## config.mk

```make
export PLATFORM = sky130hd
export DESIGN_NAME = pes_div
export DESIGN_NICKNAME = d
export VERILOG_FILES = /design/src/hdl/pes_div.sv
export SDC_FILE = /design/constraint.sdc
export NUM_CORES = 1
export LEC_CHECK = 0
export BUFFER_PORTS_ARGS = -buffer_cell sky130_fd_sc_hd__buf_2
export CORE_MARGIN = 1
export CORE_UTILIZATION = 30
export DETAILED_ROUTE_END_ITERATION = 7
export SYNTH_ARGS = -nofsm -noshare
export SYNTH_HDL_FRONTEND = slang
export SYNTH_SLANG_ARGS = --single-unit
```

## constraint.sdc

```tcl
create_clock -name clk -period 2.9 [get_ports clk]
set_input_delay 0.29 -clock clk [delete_from_list [all_inputs] [get_ports clk]]
set_output_delay 0.29 -clock clk [all_outputs]
set_load 0.05 [all_outputs]
```

## src/hdl/pes_div.sv

```systemverilog
`default_nettype none
// Restoring divider: 33-bit signed dividend by 10-bit positive divisor,
// one quotient bit per cycle, truncates toward zero.
module pes_div (
  input  wire logic        clk,
  input  wire logic        rst,
  input  wire logic        start,
  input  wire logic [32:0] dividend,
  input  wire logic [9:0]  divisor,
  output logic             done,
  output logic [31:0]      quotient
);

  logic        run;
  logic        neg;
  logic [5:0]  cnt;
  logic [32:0] quo;
  logic [9:0]  rem;
  logic [10:0] sh;
  logic        ge;
  logic [10:0] diff;

  // One trial subtraction per cycle
  assign sh   = {rem, quo[32]};
  assign ge   = sh >= {1'b0, divisor};
  assign diff = sh - {1'b0, divisor};

  always_ff @(posedge clk) begin
    if (rst) begin
      run  <= 1'b0;
      done <= 1'b0;
      cnt  <= '0;
    end else begin
      done <= 1'b0;
      if (start) begin
        run <= 1'b1;
        cnt <= 6'd33;
      end else if (run) begin
        cnt <= cnt - 6'd1;
        if (cnt == 6'd1) begin
          run  <= 1'b0;
          done <= 1'b1;
        end
      end
    end
  end

  // Datapath
  always_ff @(posedge clk) begin
    if (start) begin
      neg <= dividend[32];
      quo <= dividend[32] ? (33'd0 - dividend) : dividend;
      rem <= '0;
    end else if (run) begin
      rem <= ge ? diff[9:0] : sh[9:0];
      quo <= {quo[31:0], ge};
    end
  end

  assign quotient = neg ? (32'd0 - quo[31:0]) : quo[31:0];

endmodule
`default_nettype wire

```

After elaboration in Yosys (flattened, before gate mapping):

Index checks and enable logic that the tools add are counted.

* add/subtract/negate cells: 4
* $mul: 0
* div/mod/pow operators: 0
* $lt $le $gt $ge: 1
* eq/ne operators: 1
* shift-type cells: 0
* multiplexer cells: 11
* bitwise operators: 1
* reduce and logical (&&, ||, !) cells: 3

Operator list (number)
* 33-bit two-way mux: 3
* 1-bit by 33-bit subtractor with 33-bit output (first input constant): 1
* 32-bit two-way mux: 1
* 1-bit by 32-bit subtractor with 32-bit output (first input constant): 1
* 6-bit two-way mux: 2
* 11-bit by 10-bit greater-or-equal comparator with 1-bit output: 1
* 10-bit two-way mux: 1
* 10-bit subtractor: 1
* 6-bit by 1-bit equality test with 1-bit output (second input constant): 1
* 6-bit by 1-bit subtractor with 6-bit output (second input constant): 1
* 1-bit two-way mux: 4
* 3-bit OR reduction: 1
* 2-bit nonzero test: 1
* 2-bit OR reduction: 1
* 1-bit NOT: 1

* flip-flop bits (word level): 52
* latch bits: 0
* memory bits (writable): 0
* bits in read-only memories: 0
* bits of input ports: 46
* output and inout port bits: 33
* logic and storage cells: 28
* memories: 0

Logic depth before layout (Yosys ltp):

Gate-level depths: netlist of the first run.

* word-level depth: 4
* gate-level depth with buffers: 10
* gate-level depth less buffers: 10

Least setup slack after synthesis of the first run:

Ideal clock, no wire load.

* path type: flip-flop to output port
* start: register quo[5]
* end: output quotient[26]
* arrival time: 2.866 ns
* data required time: 2.610 ns
* setup slack: -0.256 ns
* cell stages (with the launch flop): 8
* path buffers: 1
* cell sequence: edfxtp_1 or3_4 or3_4 or4_4 buf_6 or3_4 o41ai_2 xnor2_1

* word-level cells in the longest chain between the ends: 2

Ends and longest elaborated chain
* start, declared: RTL line 17 `logic [32:0] quo;`
* start signal, assigned: RTL line 52 `quo <= dividend[32] ? (33'd0 - dividend) : dividend;`
* start signal, assigned: RTL line 56 `quo <= {quo[31:0], ge};`
* 1-bit by 32-bit subtractor with 32-bit output: RTL line 60 `assign quotient = neg ? (32'd0 - quo[31:0]) : quo[31:0];`
* 32-bit two-way mux: RTL line 60
* end, declared: RTL line 11 `output logic [31:0] quotient`

Every way passes these cells.

Worst setup path in the final report of the first run:

Same ends and word-level chain as after synthesis.

==> parameters.txt, run 1 <==
Parameter                              Value

Die
  Area of the core region    0.01272 mm^2
  Die width    116.6 um
  Top-level I/O count    79
  Die footprint    0.01360 mm^2
  Effective utilization at floorplan    0.3099
  Row cnt    41
  Die Ht    116.6 um

Route
  DRC violations left    0
  Post-DR vias/cell    4.986
  Final ANT Viol Nets    0
  Overall routed net length    10,100 um
  Wirelength per Cell    13.89 um
  Number of DRC markers in iteration 0    202
  Detailed-routing iteration count for the pre-antenna-repair pass    4
  Routed vias    3,625

Clock tree
  Total number of H-tree levels    2
  Clock tree from TritonCTS    yes
  Clock root buffer master    sky130_fd_sc_hd__clkbuf_16
  Number of sinks driven by the clock tree    52
  Skew-Pair Late Insertion Delay    0.29 ns
  Buffer depth of the longest clock path    2
  Clock slew seen by the registers of the worst setup and hold paths    0.07 ns
  Number of buffers inserted by hold repair at cts    0
  Total CTS buffers    5

Worst setup path
  Cell occurring most often along the worst timing path    sky130_fd_sc_hd__or3_4
  Largest delay share family, worst path    simple AND/OR/NAND/NOR gates
  Critical R2R Launch    rem[4]
  Kind of end point of the critical path    output pin
  Crit-path slowest cell    sky130_fd_sc_hd__or4_4
  Critical Path Fanout Max    4
  Worst path max stage delay    0.50 ns
  Critical path data arrival time    3.00 ns
  Critical setup path kind    flop to output pin
  CP Data Required Time    2.61 ns
  Cell-by-cell trace of the critical path    or3_4 -> or3_4 -> or4_4 -> or3_4 -> o41ai_4 -> xnor2_2 -> buf_6
  CP Buf/Inv Count    1
  Critical path launch point type    flop
  CP startpoint    quo[5]

Yosys
  Count of yosys warnings during synthesis    0
  Net count of the mapped netlist    510
  Area of the mapped netlist    0.003943 mm^2
  Avg Synthesized Cell Area    8.781 um^2
  Share of synthesized area occupied by flip-flops and latches    0.3504
  Number of flops mapped to enable cells by yosys    34
  Dominant synthesized flop cell    sky130_fd_sc_hd__edfxtp_1
  Fraction of synthesized cell area taken by the top area cell type    0.2590
  Synth cell types    47
  Seq cells post-synth    52
  Cell accounting for the most synthesized area    sky130_fd_sc_hd__edfxtp_1
  Async SR Flop Fraction    0
  Post-synthesis cell count    449
  Synth top area cells    sky130_fd_sc_hd__edfxtp_1 (26%), sky130_fd_sc_hd__dfxtp_1 (9.1%), sky130_fd_sc_hd__xnor2_1 (8.4%)

STA
  Period minus WS final    3.288 ns
  Share of the clock period used by the worst path after layout    1.134
  Least setup slack across all paths after layout    -0.3879 ns
  Max-slew headroom at the worst pin    0.4693
  Tightest hold margin    0.2731 ns
  Timing-limited maximum frequency    304.1 MHz
  # setup viols final    18
  Worst clock skew    0.006682 ns
  Final Max Slew Viols    0
  RSZ-0062 raised after global routing    true
  Final hold viol count    0
  Measured slew at the worst slew-check pin    0.7960 ns

Final layout
  Proportion of layout cells with a drive suffix above 1    0.3135
  Post-Layout Inst Area    0.005310 mm^2
  Highest-count cells in the layout ignoring fill and taps    sky130_fd_sc_hd__nor2_1 (65), sky130_fd_sc_hd__buf_2 (60), sky130_fd_sc_hd__buf_4 (47)
  Syn-to-layout area delta    34.69%
  Nets@finish    615
  Most frequent standard cell in the layout excluding fill and tap cells    sky130_fd_sc_hd__nor2_1
  N_diodes    0

Global route
  Grt ovf    0
  Combined global-route utilization of all metal layers    0.1551
  Number of global-route vias before repair    3,559
  Wire length of the first global-routing pass    16,510 um
  Pin count of the biggest net entering global routing    84
  Initial antenna violation count    2

Place
  Count of input and output buffers    78
  RePlAce Congestion    0.8155
  Detailed placer's ending HPWL    7655 um
  Area of placed instances    0.004840 mm^2

Power
  Power density over the cells    502.2 mW/mm^2
  Leakage component of the power    2.122 nW
  Worst voltage drop across the vdd grid    0.0002683 V

Min path
  Hold wc startpoint    rst
  Worst hold path type    input port to flop

Outcome
  Violated checks    negative setup slack
  Outcome    finished with violations

Run
  Reported max-cap violation count    0
[cell usage after synthesis (all sizes together), types with 14 or more instances]
library cell,count
a21oi,36
clkbuf,14
dfxtp,18
edfxtp,34
ha,14
inv,21
nand2,22
nor2,65
o21ai,26
o31ai,16
xnor2,38
xor2,33
[per-layer routing]
metal	vias to the layer above	global-route usage	wire (um)
met3	14	0.02854	431
met2	80	0.2643	4927
met1	1690	0.1967	4553
met5	-	0	26
li1	1837	-	-
met4	4	0.05316	159
[per-stage QoR]
stage               total power [mW]  TNS, ns  utilization  instances  worst slack [ns]
global placement               1.988   -1.024       0.3804        712           -0.1678
finish                         2.667   -4.518       0.4174        727           -0.3879
floorplan                      1.722  -0.4540            -        449           -0.1164
detailed placement             2.002   -1.317       0.3804        712           -0.1991
global route                   2.818   -5.991       0.4174        727           -0.4564
CTS                            2.661   -4.687       0.4087        725           -0.4135
[area by class of cell]
type	count	area, um^2
clock buffer	6	128.9
clock inverter	2	12.51
fill	1292	7412
inverter	21	78.83
multi-input combinational	354	2694
sequential	52	1381
tap	172	215.2
timing repair buffer	120	799.5
[cell families after synthesis]
| logic type | count (synthesis) | share of synthesized area |
|---|---|---|
| adders and majority gates | 15 | 0.04951 |
| buffers and inverters | 43 | 0.04380 |
| and+or+nand+nor | 147 | 0.1866 |
| muxes | 10 | 0.02571 |
| AOI/OAI and AO/OA | 111 | 0.1863 |
| DFF | 52 | 0.3504 |
| xor gates and xnor gates | 71 | 0.1577 |
[what timing repair did]
action | CTS | global route
setup buffers | 5 | 2
pin swaps | 9 | 12
gates resized for setup | 46 | 23
endpoints found under the setup margin | 17 | 18
[worst register-to-register path: cells and delay by family (launching register included)]
kind	cells	cell delay, ns
buf+inv	1	0.21
compound gates	3	1.03
mux	1	0.13
flops	1	0.32
simple gates	1	0.47
fa+ha+maj	1	0.24
[report_power, final]
part / internal (mW) / total (mW) / switching (mW)
sequential: 0.882 / 0.957 / 0.0749
clock: 0.319 / 0.582 / 0.263
combinational: 0.432 / 1.13 / 0.695
total: 1.63 / 2.67 / 1.03
[path summary, 6_finish.rpt]
kind | cells after the start | slack, ns | to
worst min-delay path | 2 | 0.27 | cnt[0]
worst max register to register | 7 | 0.40 | rem[1]
worst min register to register | 2 | 0.50 | rem[1]
worst max-delay path | 7 | -0.39 | quotient[26]
[flip-flops by register name (all words and copies together), names as in the netlist]
name	flops
quo	33
run	1
rem	10
done	1
cnt	6
neg	1
Note: power is estimated with default switching activity, not from simulation.
==> run 2: changes to the inputs <==
- CORE_MARGIN: 1 -> 10
- RECOVER_POWER: unset -> 50
==> parameters.txt, run 2 (synthesized netlist as in run 1, its figures left out) <==
Parameter                              Value

Outcome
  Outcome    finished with violations
  Violated checks    max-capacitance violations, max-slew violations, negative setup slack

Die
  Die Ht    134.6 um (+15%)
  Die width    134.6 um (+15%)
  Die footprint    0.01813 mm^2 (+33%)
  Row cnt    41 (unchanged)
  Area of the core region    0.01272 mm^2 (unchanged)
  Effective utilization at floorplan    0.3099 (unchanged)
  Top-level I/O count    79 (unchanged)

Route
  Number of DRC markers in iteration 0    158 (-22%)
  Detailed-routing iteration count for the pre-antenna-repair pass    4 (unchanged)
  Overall routed net length    10,780 um (+6.7%)
  Post-DR vias/cell    4.962 (-0.49%)
  Wirelength per Cell    14.68 um (+5.7%)
  Final ANT Viol Nets    0 (unchanged)
  Routed vias    3,642 (+0.47%)
  DRC violations left    0 (unchanged)

Min path
  Hold wc startpoint    rst
  Worst hold path type    input port to flop

STA
  Timing-limited maximum frequency    300.2 MHz (-1.3%)
  Measured slew at the worst slew-check pin    1.548 ns (+0.7519 ns)
  Tightest hold margin    0.2684 ns (-0.004706 ns)
  Share of the clock period used by the worst path after layout    1.149 (+0.01477)
  RSZ-0062 raised after global routing    true
  Period minus WS final    3.331 ns (+0.04284 ns)
  Least setup slack across all paths after layout    -0.4308 ns (-0.04284 ns)
  # setup viols final    18 (unchanged)
  Final hold viol count    0 (unchanged)
  Worst clock skew    0.006125 ns (-0.0005572 ns)
  Final Max Slew Viols    38 (+38)
  Max-slew headroom at the worst pin    -0.03199 (-0.5013)

Run
  Reported max-cap violation count    1 (+1)

Final layout
  Share of the core filled with cells in the final layout    0.4174 (unchanged)
  Most frequent standard cell in the layout excluding fill and tap cells    sky130_fd_sc_hd__nor2_1
  Syn-to-layout area delta    34.69% (unchanged)
  Nets@finish    621 (+0.98%)
  Proportion of layout cells with a drive suffix above 1    0.2995 (-0.01405)
  Fill count    1,278 (-1.1%)
  Max FFs per register    33 (unchanged)
  Biggest registers after layout    quo (33), rem (10), cnt (6)
  Highest-count cells in the layout ignoring fill and taps    sky130_fd_sc_hd__nor2_1 (65), sky130_fd_sc_hd__buf_2 (56), sky130_fd_sc_hd__buf_4 (51)
  Reg area    0.001381 mm^2 (unchanged)
  Area of the multi-input gates    0.002673 mm^2 (-0.79%)
  Final Instance Count excl. Fillers    734 (+0.96%)
  Reg with most FFs    quo

Place
  Count of input and output buffers    78 (unchanged)
  Detailed placer's ending HPWL    8297 um (+8.4%)
  RePlAce Congestion    0.8745 (+7.2%)
  Cell Count Post-Placement    709 (-0.42%)

Worst setup path
  Kind of end point of the critical path    output pin
  CP Data Required Time    2.61 ns (about the same)
  Critical path launch point type    flop
  Critical Path Fanout Max    5 (+1)
  CP startpoint    quo[4]
  Critical path data arrival time    3.04 ns (+0.04 ns)
  Critical setup path kind    flop to output pin
  Critical R2R Launch    rem[5]

Power
  Power density over the cells    502.1 mW/mm^2 (about the same)
  Leakage component of the power    2.110 nW (-0.54%)
  Worst voltage drop across the vdd grid    0.0002616 V (-2.5%)

Clock tree
  Clock tree from TritonCTS    yes
  Skew-Pair Late Insertion Delay    0.29 ns (about the same)
  Total CTS buffers    5 (unchanged)
  Number of buffers inserted by hold repair at cts    0 (unchanged)
  Clock root buffer master    sky130_fd_sc_hd__clkbuf_16
  Clock slew seen by the registers of the worst setup and hold paths    0.07 ns (about the same)
  Number of sinks driven by the clock tree    52 (unchanged)
  Buffer depth of the longest clock path    2 (unchanged)
  Total number of H-tree levels    2 (unchanged)

Global route
  Wire length of the first global-routing pass    17,320 um (+4.9%)
  Number of global-route vias before repair    3,655 (+2.7%)
  Combined global-route utilization of all metal layers    0.1138 (-0.04129)
  Pin count of the biggest net entering global routing    49 (-42%)
  Grt ovf    0 (unchanged)
  Initial antenna violation count    1 (-1)
-- run 2: cell type report --
class,instances,share of cell area
clock inverter,2,0.002121
sequential,52,0.2601
inverter,21,0.01484
tap,172,0.04053
multi-input combinational,354,0.5033
antenna,1,0.0004713
timing repair buffer,126,0.1543
clock buffer,6,0.02427
-- run 2: timing repair --
| item | CTS | global route |
|---|---|---|
| resized for setup | 43 | 20 |
| endpoints found under the setup margin | 17 | 18 |
| pin swaps | 8 | 10 |
| buffers inserted | 5 | 11 |
-- run 2: worst max-delay path, cell delays in order (launching register included) --
cell                       delay [ns]
sky130_fd_sc_hd__edfxtp_1        0.39
sky130_fd_sc_hd__or3_4           0.41
sky130_fd_sc_hd__or3_4           0.37
sky130_fd_sc_hd__or4_4           0.50
sky130_fd_sc_hd__or3_4           0.45
sky130_fd_sc_hd__buf_4           0.17
sky130_fd_sc_hd__o21ai_4         0.14
sky130_fd_sc_hd__xnor2_2         0.14
sky130_fd_sc_hd__buf_6           0.18
-- run 2: worst paths after layout --
check | end | slack (ns) | depth (start not counted)
max | quotient[29] | -0.43 | 8
min | cnt[0] | 0.27 | 2
max reg2reg | rem[5] | 0.39 | 7
min reg2reg | rem[6] | 0.50 | 2
-- run 2: where the power goes --
group | internal, mW | total [mW] | leakage (nW) | switching, mW
clock | 0.318 | 0.579 | 0.0645 | 0.261
combinational | 0.432 | 1.13 | 1.56 | 0.701
sequential | 0.883 | 0.954 | 0.482 | 0.0713
total | 1.63 | 2.67 | 2.11 | 1.03
-- run 2: layer usage --
| metal | GRT usage | wire length (um) | up-vias |
|---|---|---|---|
| li1 | - | - | 1852 |
| met1 | 0.1336 | 4755 | 1701 |
| met2 | 0.2020 | 5415 | 80 |
| met3 | 0.02522 | 480 | 9 |
| met4 | 0.03204 | 123 | 0 |
| met5 | 0 | 0 | - |
-- run 2: through the flow --
step                cell area, um^2  setup slack [ns]  power, mW  TNS (ns)
floorplan                      4065           -0.1164      1.722   -0.4540
global placement               4817           -0.1774      1.993    -1.136
detailed placement             4817           -0.2283      2.006    -1.538
CTS                            5159           -0.4220      2.666    -3.782
global route                   5308           -0.5223      2.823    -5.960
finish                         5310           -0.4308      2.666    -4.582
==> run 3: changes to the inputs <==
- CAP_MARGIN: unset -> 10
- SKIP_CTS_REPAIR_TIMING: unset -> 1
==> parameters.txt, run 3 (synthesized netlist as in run 1, its figures left out) <==
Parameter                              Value

Die
  Die Ht    134.6 um (unchanged)
  Top-level I/O count    79 (unchanged)
  Effective utilization at floorplan    0.3099 (unchanged)
  Die footprint    0.01813 mm^2 (unchanged)
  Die width    134.6 um (unchanged)
  Area of the core region    0.01272 mm^2 (unchanged)
  Row cnt    41 (unchanged)

STA
  Timing-limited maximum frequency    297.8 MHz (-0.80%)
  RSZ-0062 raised after global routing    true
  Worst clock skew    0.006879 ns (+0.0007544 ns)
  Max-slew headroom at the worst pin    -0.05521 (-0.02322)
  # setup viols final    17 (-1)
  Least setup slack across all paths after layout    -0.4576 ns (-0.02684 ns)
  Final Max Slew Viols    38 (unchanged)
  Period minus WS final    3.358 ns (+0.02684 ns)
  Final hold viol count    0 (unchanged)
  Share of the clock period used by the worst path after layout    1.158 (+0.009253)
  Measured slew at the worst slew-check pin    1.583 ns (+0.03483 ns)
  Tightest hold margin    0.2689 ns (+0.0005060 ns)

Clock tree
  Buffer depth of the longest clock path    2 (unchanged)
  Clock tree from TritonCTS    yes
  Total CTS buffers    5 (unchanged)
  Skew-Pair Late Insertion Delay    0.29 ns (about the same)
  Total number of H-tree levels    2 (unchanged)
  Number of sinks driven by the clock tree    52 (unchanged)
  Clock slew seen by the registers of the worst setup and hold paths    0.07 ns (about the same)
  Clock root buffer master    sky130_fd_sc_hd__clkbuf_16

Run
  Reported max-cap violation count    1 (unchanged)

Place
  Detailed placer's ending HPWL    8297 um (unchanged)
  Worst slack after detailed placement    -0.2283 ns (unchanged)
  RePlAce Congestion    0.8745 (unchanged)
  Count of input and output buffers    78 (unchanged)

Worst setup path
  Critical setup path kind    flop to output pin
  Cell-by-cell trace of the critical path    or3_4 -> or3_4 -> or4_4 -> or3_4 -> o41ai_4 -> xnor2_2 -> buf_6
  Critical Path Fanout Max    5 (unchanged)
  End of the worst register-to-register path    rem[5]
  CP Data Required Time    2.61 ns (about the same)
  Critical path launch point type    flop
  Worst path max stage delay    0.50 ns (about the same)
  Kind of end point of the critical path    output pin
  Cell occurring most often along the worst timing path    sky130_fd_sc_hd__or3_4
  Largest delay share family, worst path    simple AND/OR/NAND/NOR gates
  CP Buf/Inv Count    1 (-1)
  Critical path data arrival time    3.07 ns (+0.03 ns)
  Worst Reg2Reg Path Length in Cells    7 (unchanged)
  Worst-case register-to-register setup slack    0.43 ns (+0.04 ns)
  Critical R2R Launch    rem[5]
  Crit-path slowest cell    sky130_fd_sc_hd__or4_4

Min path
  Capture endpoint of the worst hold path    cnt[0]
  Worst hold path type    input port to flop
  Hold wc startpoint    rst
  Worst hold path cell count    2 (unchanged)

Outcome
  Outcome    finished with violations
  Violated checks    max-capacitance violations, max-slew violations, negative setup slack

Final layout
  Syn-to-layout area delta    32.47%
  Biggest registers after layout    quo (33), rem (10), cnt (6)
  Max FFs per register    33 (unchanged)
  Proportion of layout cells with a drive suffix above 1    0.2906 (-0.008852)
  Most frequent standard cell in the layout excluding fill and tap cells    sky130_fd_sc_hd__nor2_1
  Highest-count cells in the layout ignoring fill and taps    sky130_fd_sc_hd__nor2_1 (65), sky130_fd_sc_hd__buf_2 (56), sky130_fd_sc_hd__buf_4 (44)
  Reg with most FFs    quo
  Nets@finish    614 (-1.1%)

Power
  Switching fraction of total power    0.3875 (about the same)
  Part of the total power dissipated in sequential elements    0.360 (+0.002)
  Worst voltage drop across the vdd grid    0.0002615 V (about the same)
  Power density over the cells    507.9 mW/mm^2 (+1.2%)
  Internal power of the cells    1.625 mW (-0.48%)
  Final Total Pwr    2.653 mW (-0.51%)
  Switching power of the nets    1.028 mW (-0.56%)
  Clk pwr share    0.218 (about the same)
  Leakage component of the power    2.080 nW (-1.4%)
  Proportion of power drawn by combinational gates    0.422 (-0.003)

Global route
  Number of global-route vias before repair    3,617 (-1.0%)
  Wire length of the first global-routing pass    17,120 um (-1.2%)
  Initial antenna violation count    1 (unchanged)
  Pin count of the biggest net entering global routing    49 (unchanged)
  Grt ovf    0 (unchanged)
  Combined global-route utilization of all metal layers    0.1128 (-0.001009)

Route
  Detailed-routing iteration count for the pre-antenna-repair pass    4 (unchanged)
  Final ANT Viol Nets    0 (unchanged)
  Overall routed net length    10,690 um (-0.77%)
  DRC violations left    0 (unchanged)
  Routed vias    3,590 (-1.4%)
  Number of DRC markers in iteration 0    171 (+8.2%)
  Post-DR vias/cell    4.938 (-0.48%)
  Wirelength per Cell    14.71 um (+0.19%)
## run 3: final cells by class
class                   count  area, um^2
flip-flops and latches     52        1381
multi-input cells         354        2641
clock inverters             2       11.26
fillers                  1298        7500
diodes                      1       2.502
well taps                 172       215.2
clock buffers               6       128.9
repair buffers            119       763.2
inverters                  21       78.83
## run 3: worst max path at each step
stage	slack, ns	startpoint	endpoint	cells past startpoint
after global placement	-0.18	quo[10]	quotient[31]	7
final	-0.46	quo[4]	quotient[31]	7
after detailed placement	-0.23	quo[17]	quotient[28]	7
after global routing	-0.55	quo[4]	quotient[31]	7
after CTS	-0.55	quo[17]	quotient[28]	7
after floorplan	-0.12	quo[5]	quotient[26]	7
## run 3: per-layer routing
| layer | vias up | track usage | routed length [um] |
|---|---|---|---|
| met1 | 1687 | 0.1342 | 4709 |
| met2 | 62 | 0.1968 | 5387 |
| li1 | 1833 | - | - |
| met3 | 8 | 0.02596 | 462 |
| met5 | - | 0 | 0 |
| met4 | 0 | 0.03265 | 132 |
## run 3: power groups by stage
| stage | sequential [mW] | clock (mW) | combinational [mW] |
|---|---|---|---|
| finish | 0.954 | 0.579 | 1.12 |
| CTS | 0.949 | 0.600 | 1.05 |
| global placement | 0.960 | 0 | 1.03 |
| detailed placement | 0.965 | 0 | 1.04 |
| global route | 0.963 | 0.634 | 1.21 |
| floorplan | 0.970 | 0 | 0.752 |
## run 3: metrics by stage
| stage | utilization | area [um^2] | cells | setup TNS [ns] |
|---|---|---|---|---|
| 2_1_floorplan | - | 4065 | 449 | -0.4540 |
| 3_3_place_gp | 0.3786 | 4817 | 709 | -1.136 |
| 3_5_place_dp | 0.3786 | 4817 | 709 | -1.538 |
| 4_1_cts | 0.3897 | 4957 | 717 | -6.259 |
| 5_1_grt | 0.4103 | 5220 | 726 | -5.660 |
| 6_report | 0.4105 | 5223 | 727 | -4.188 |
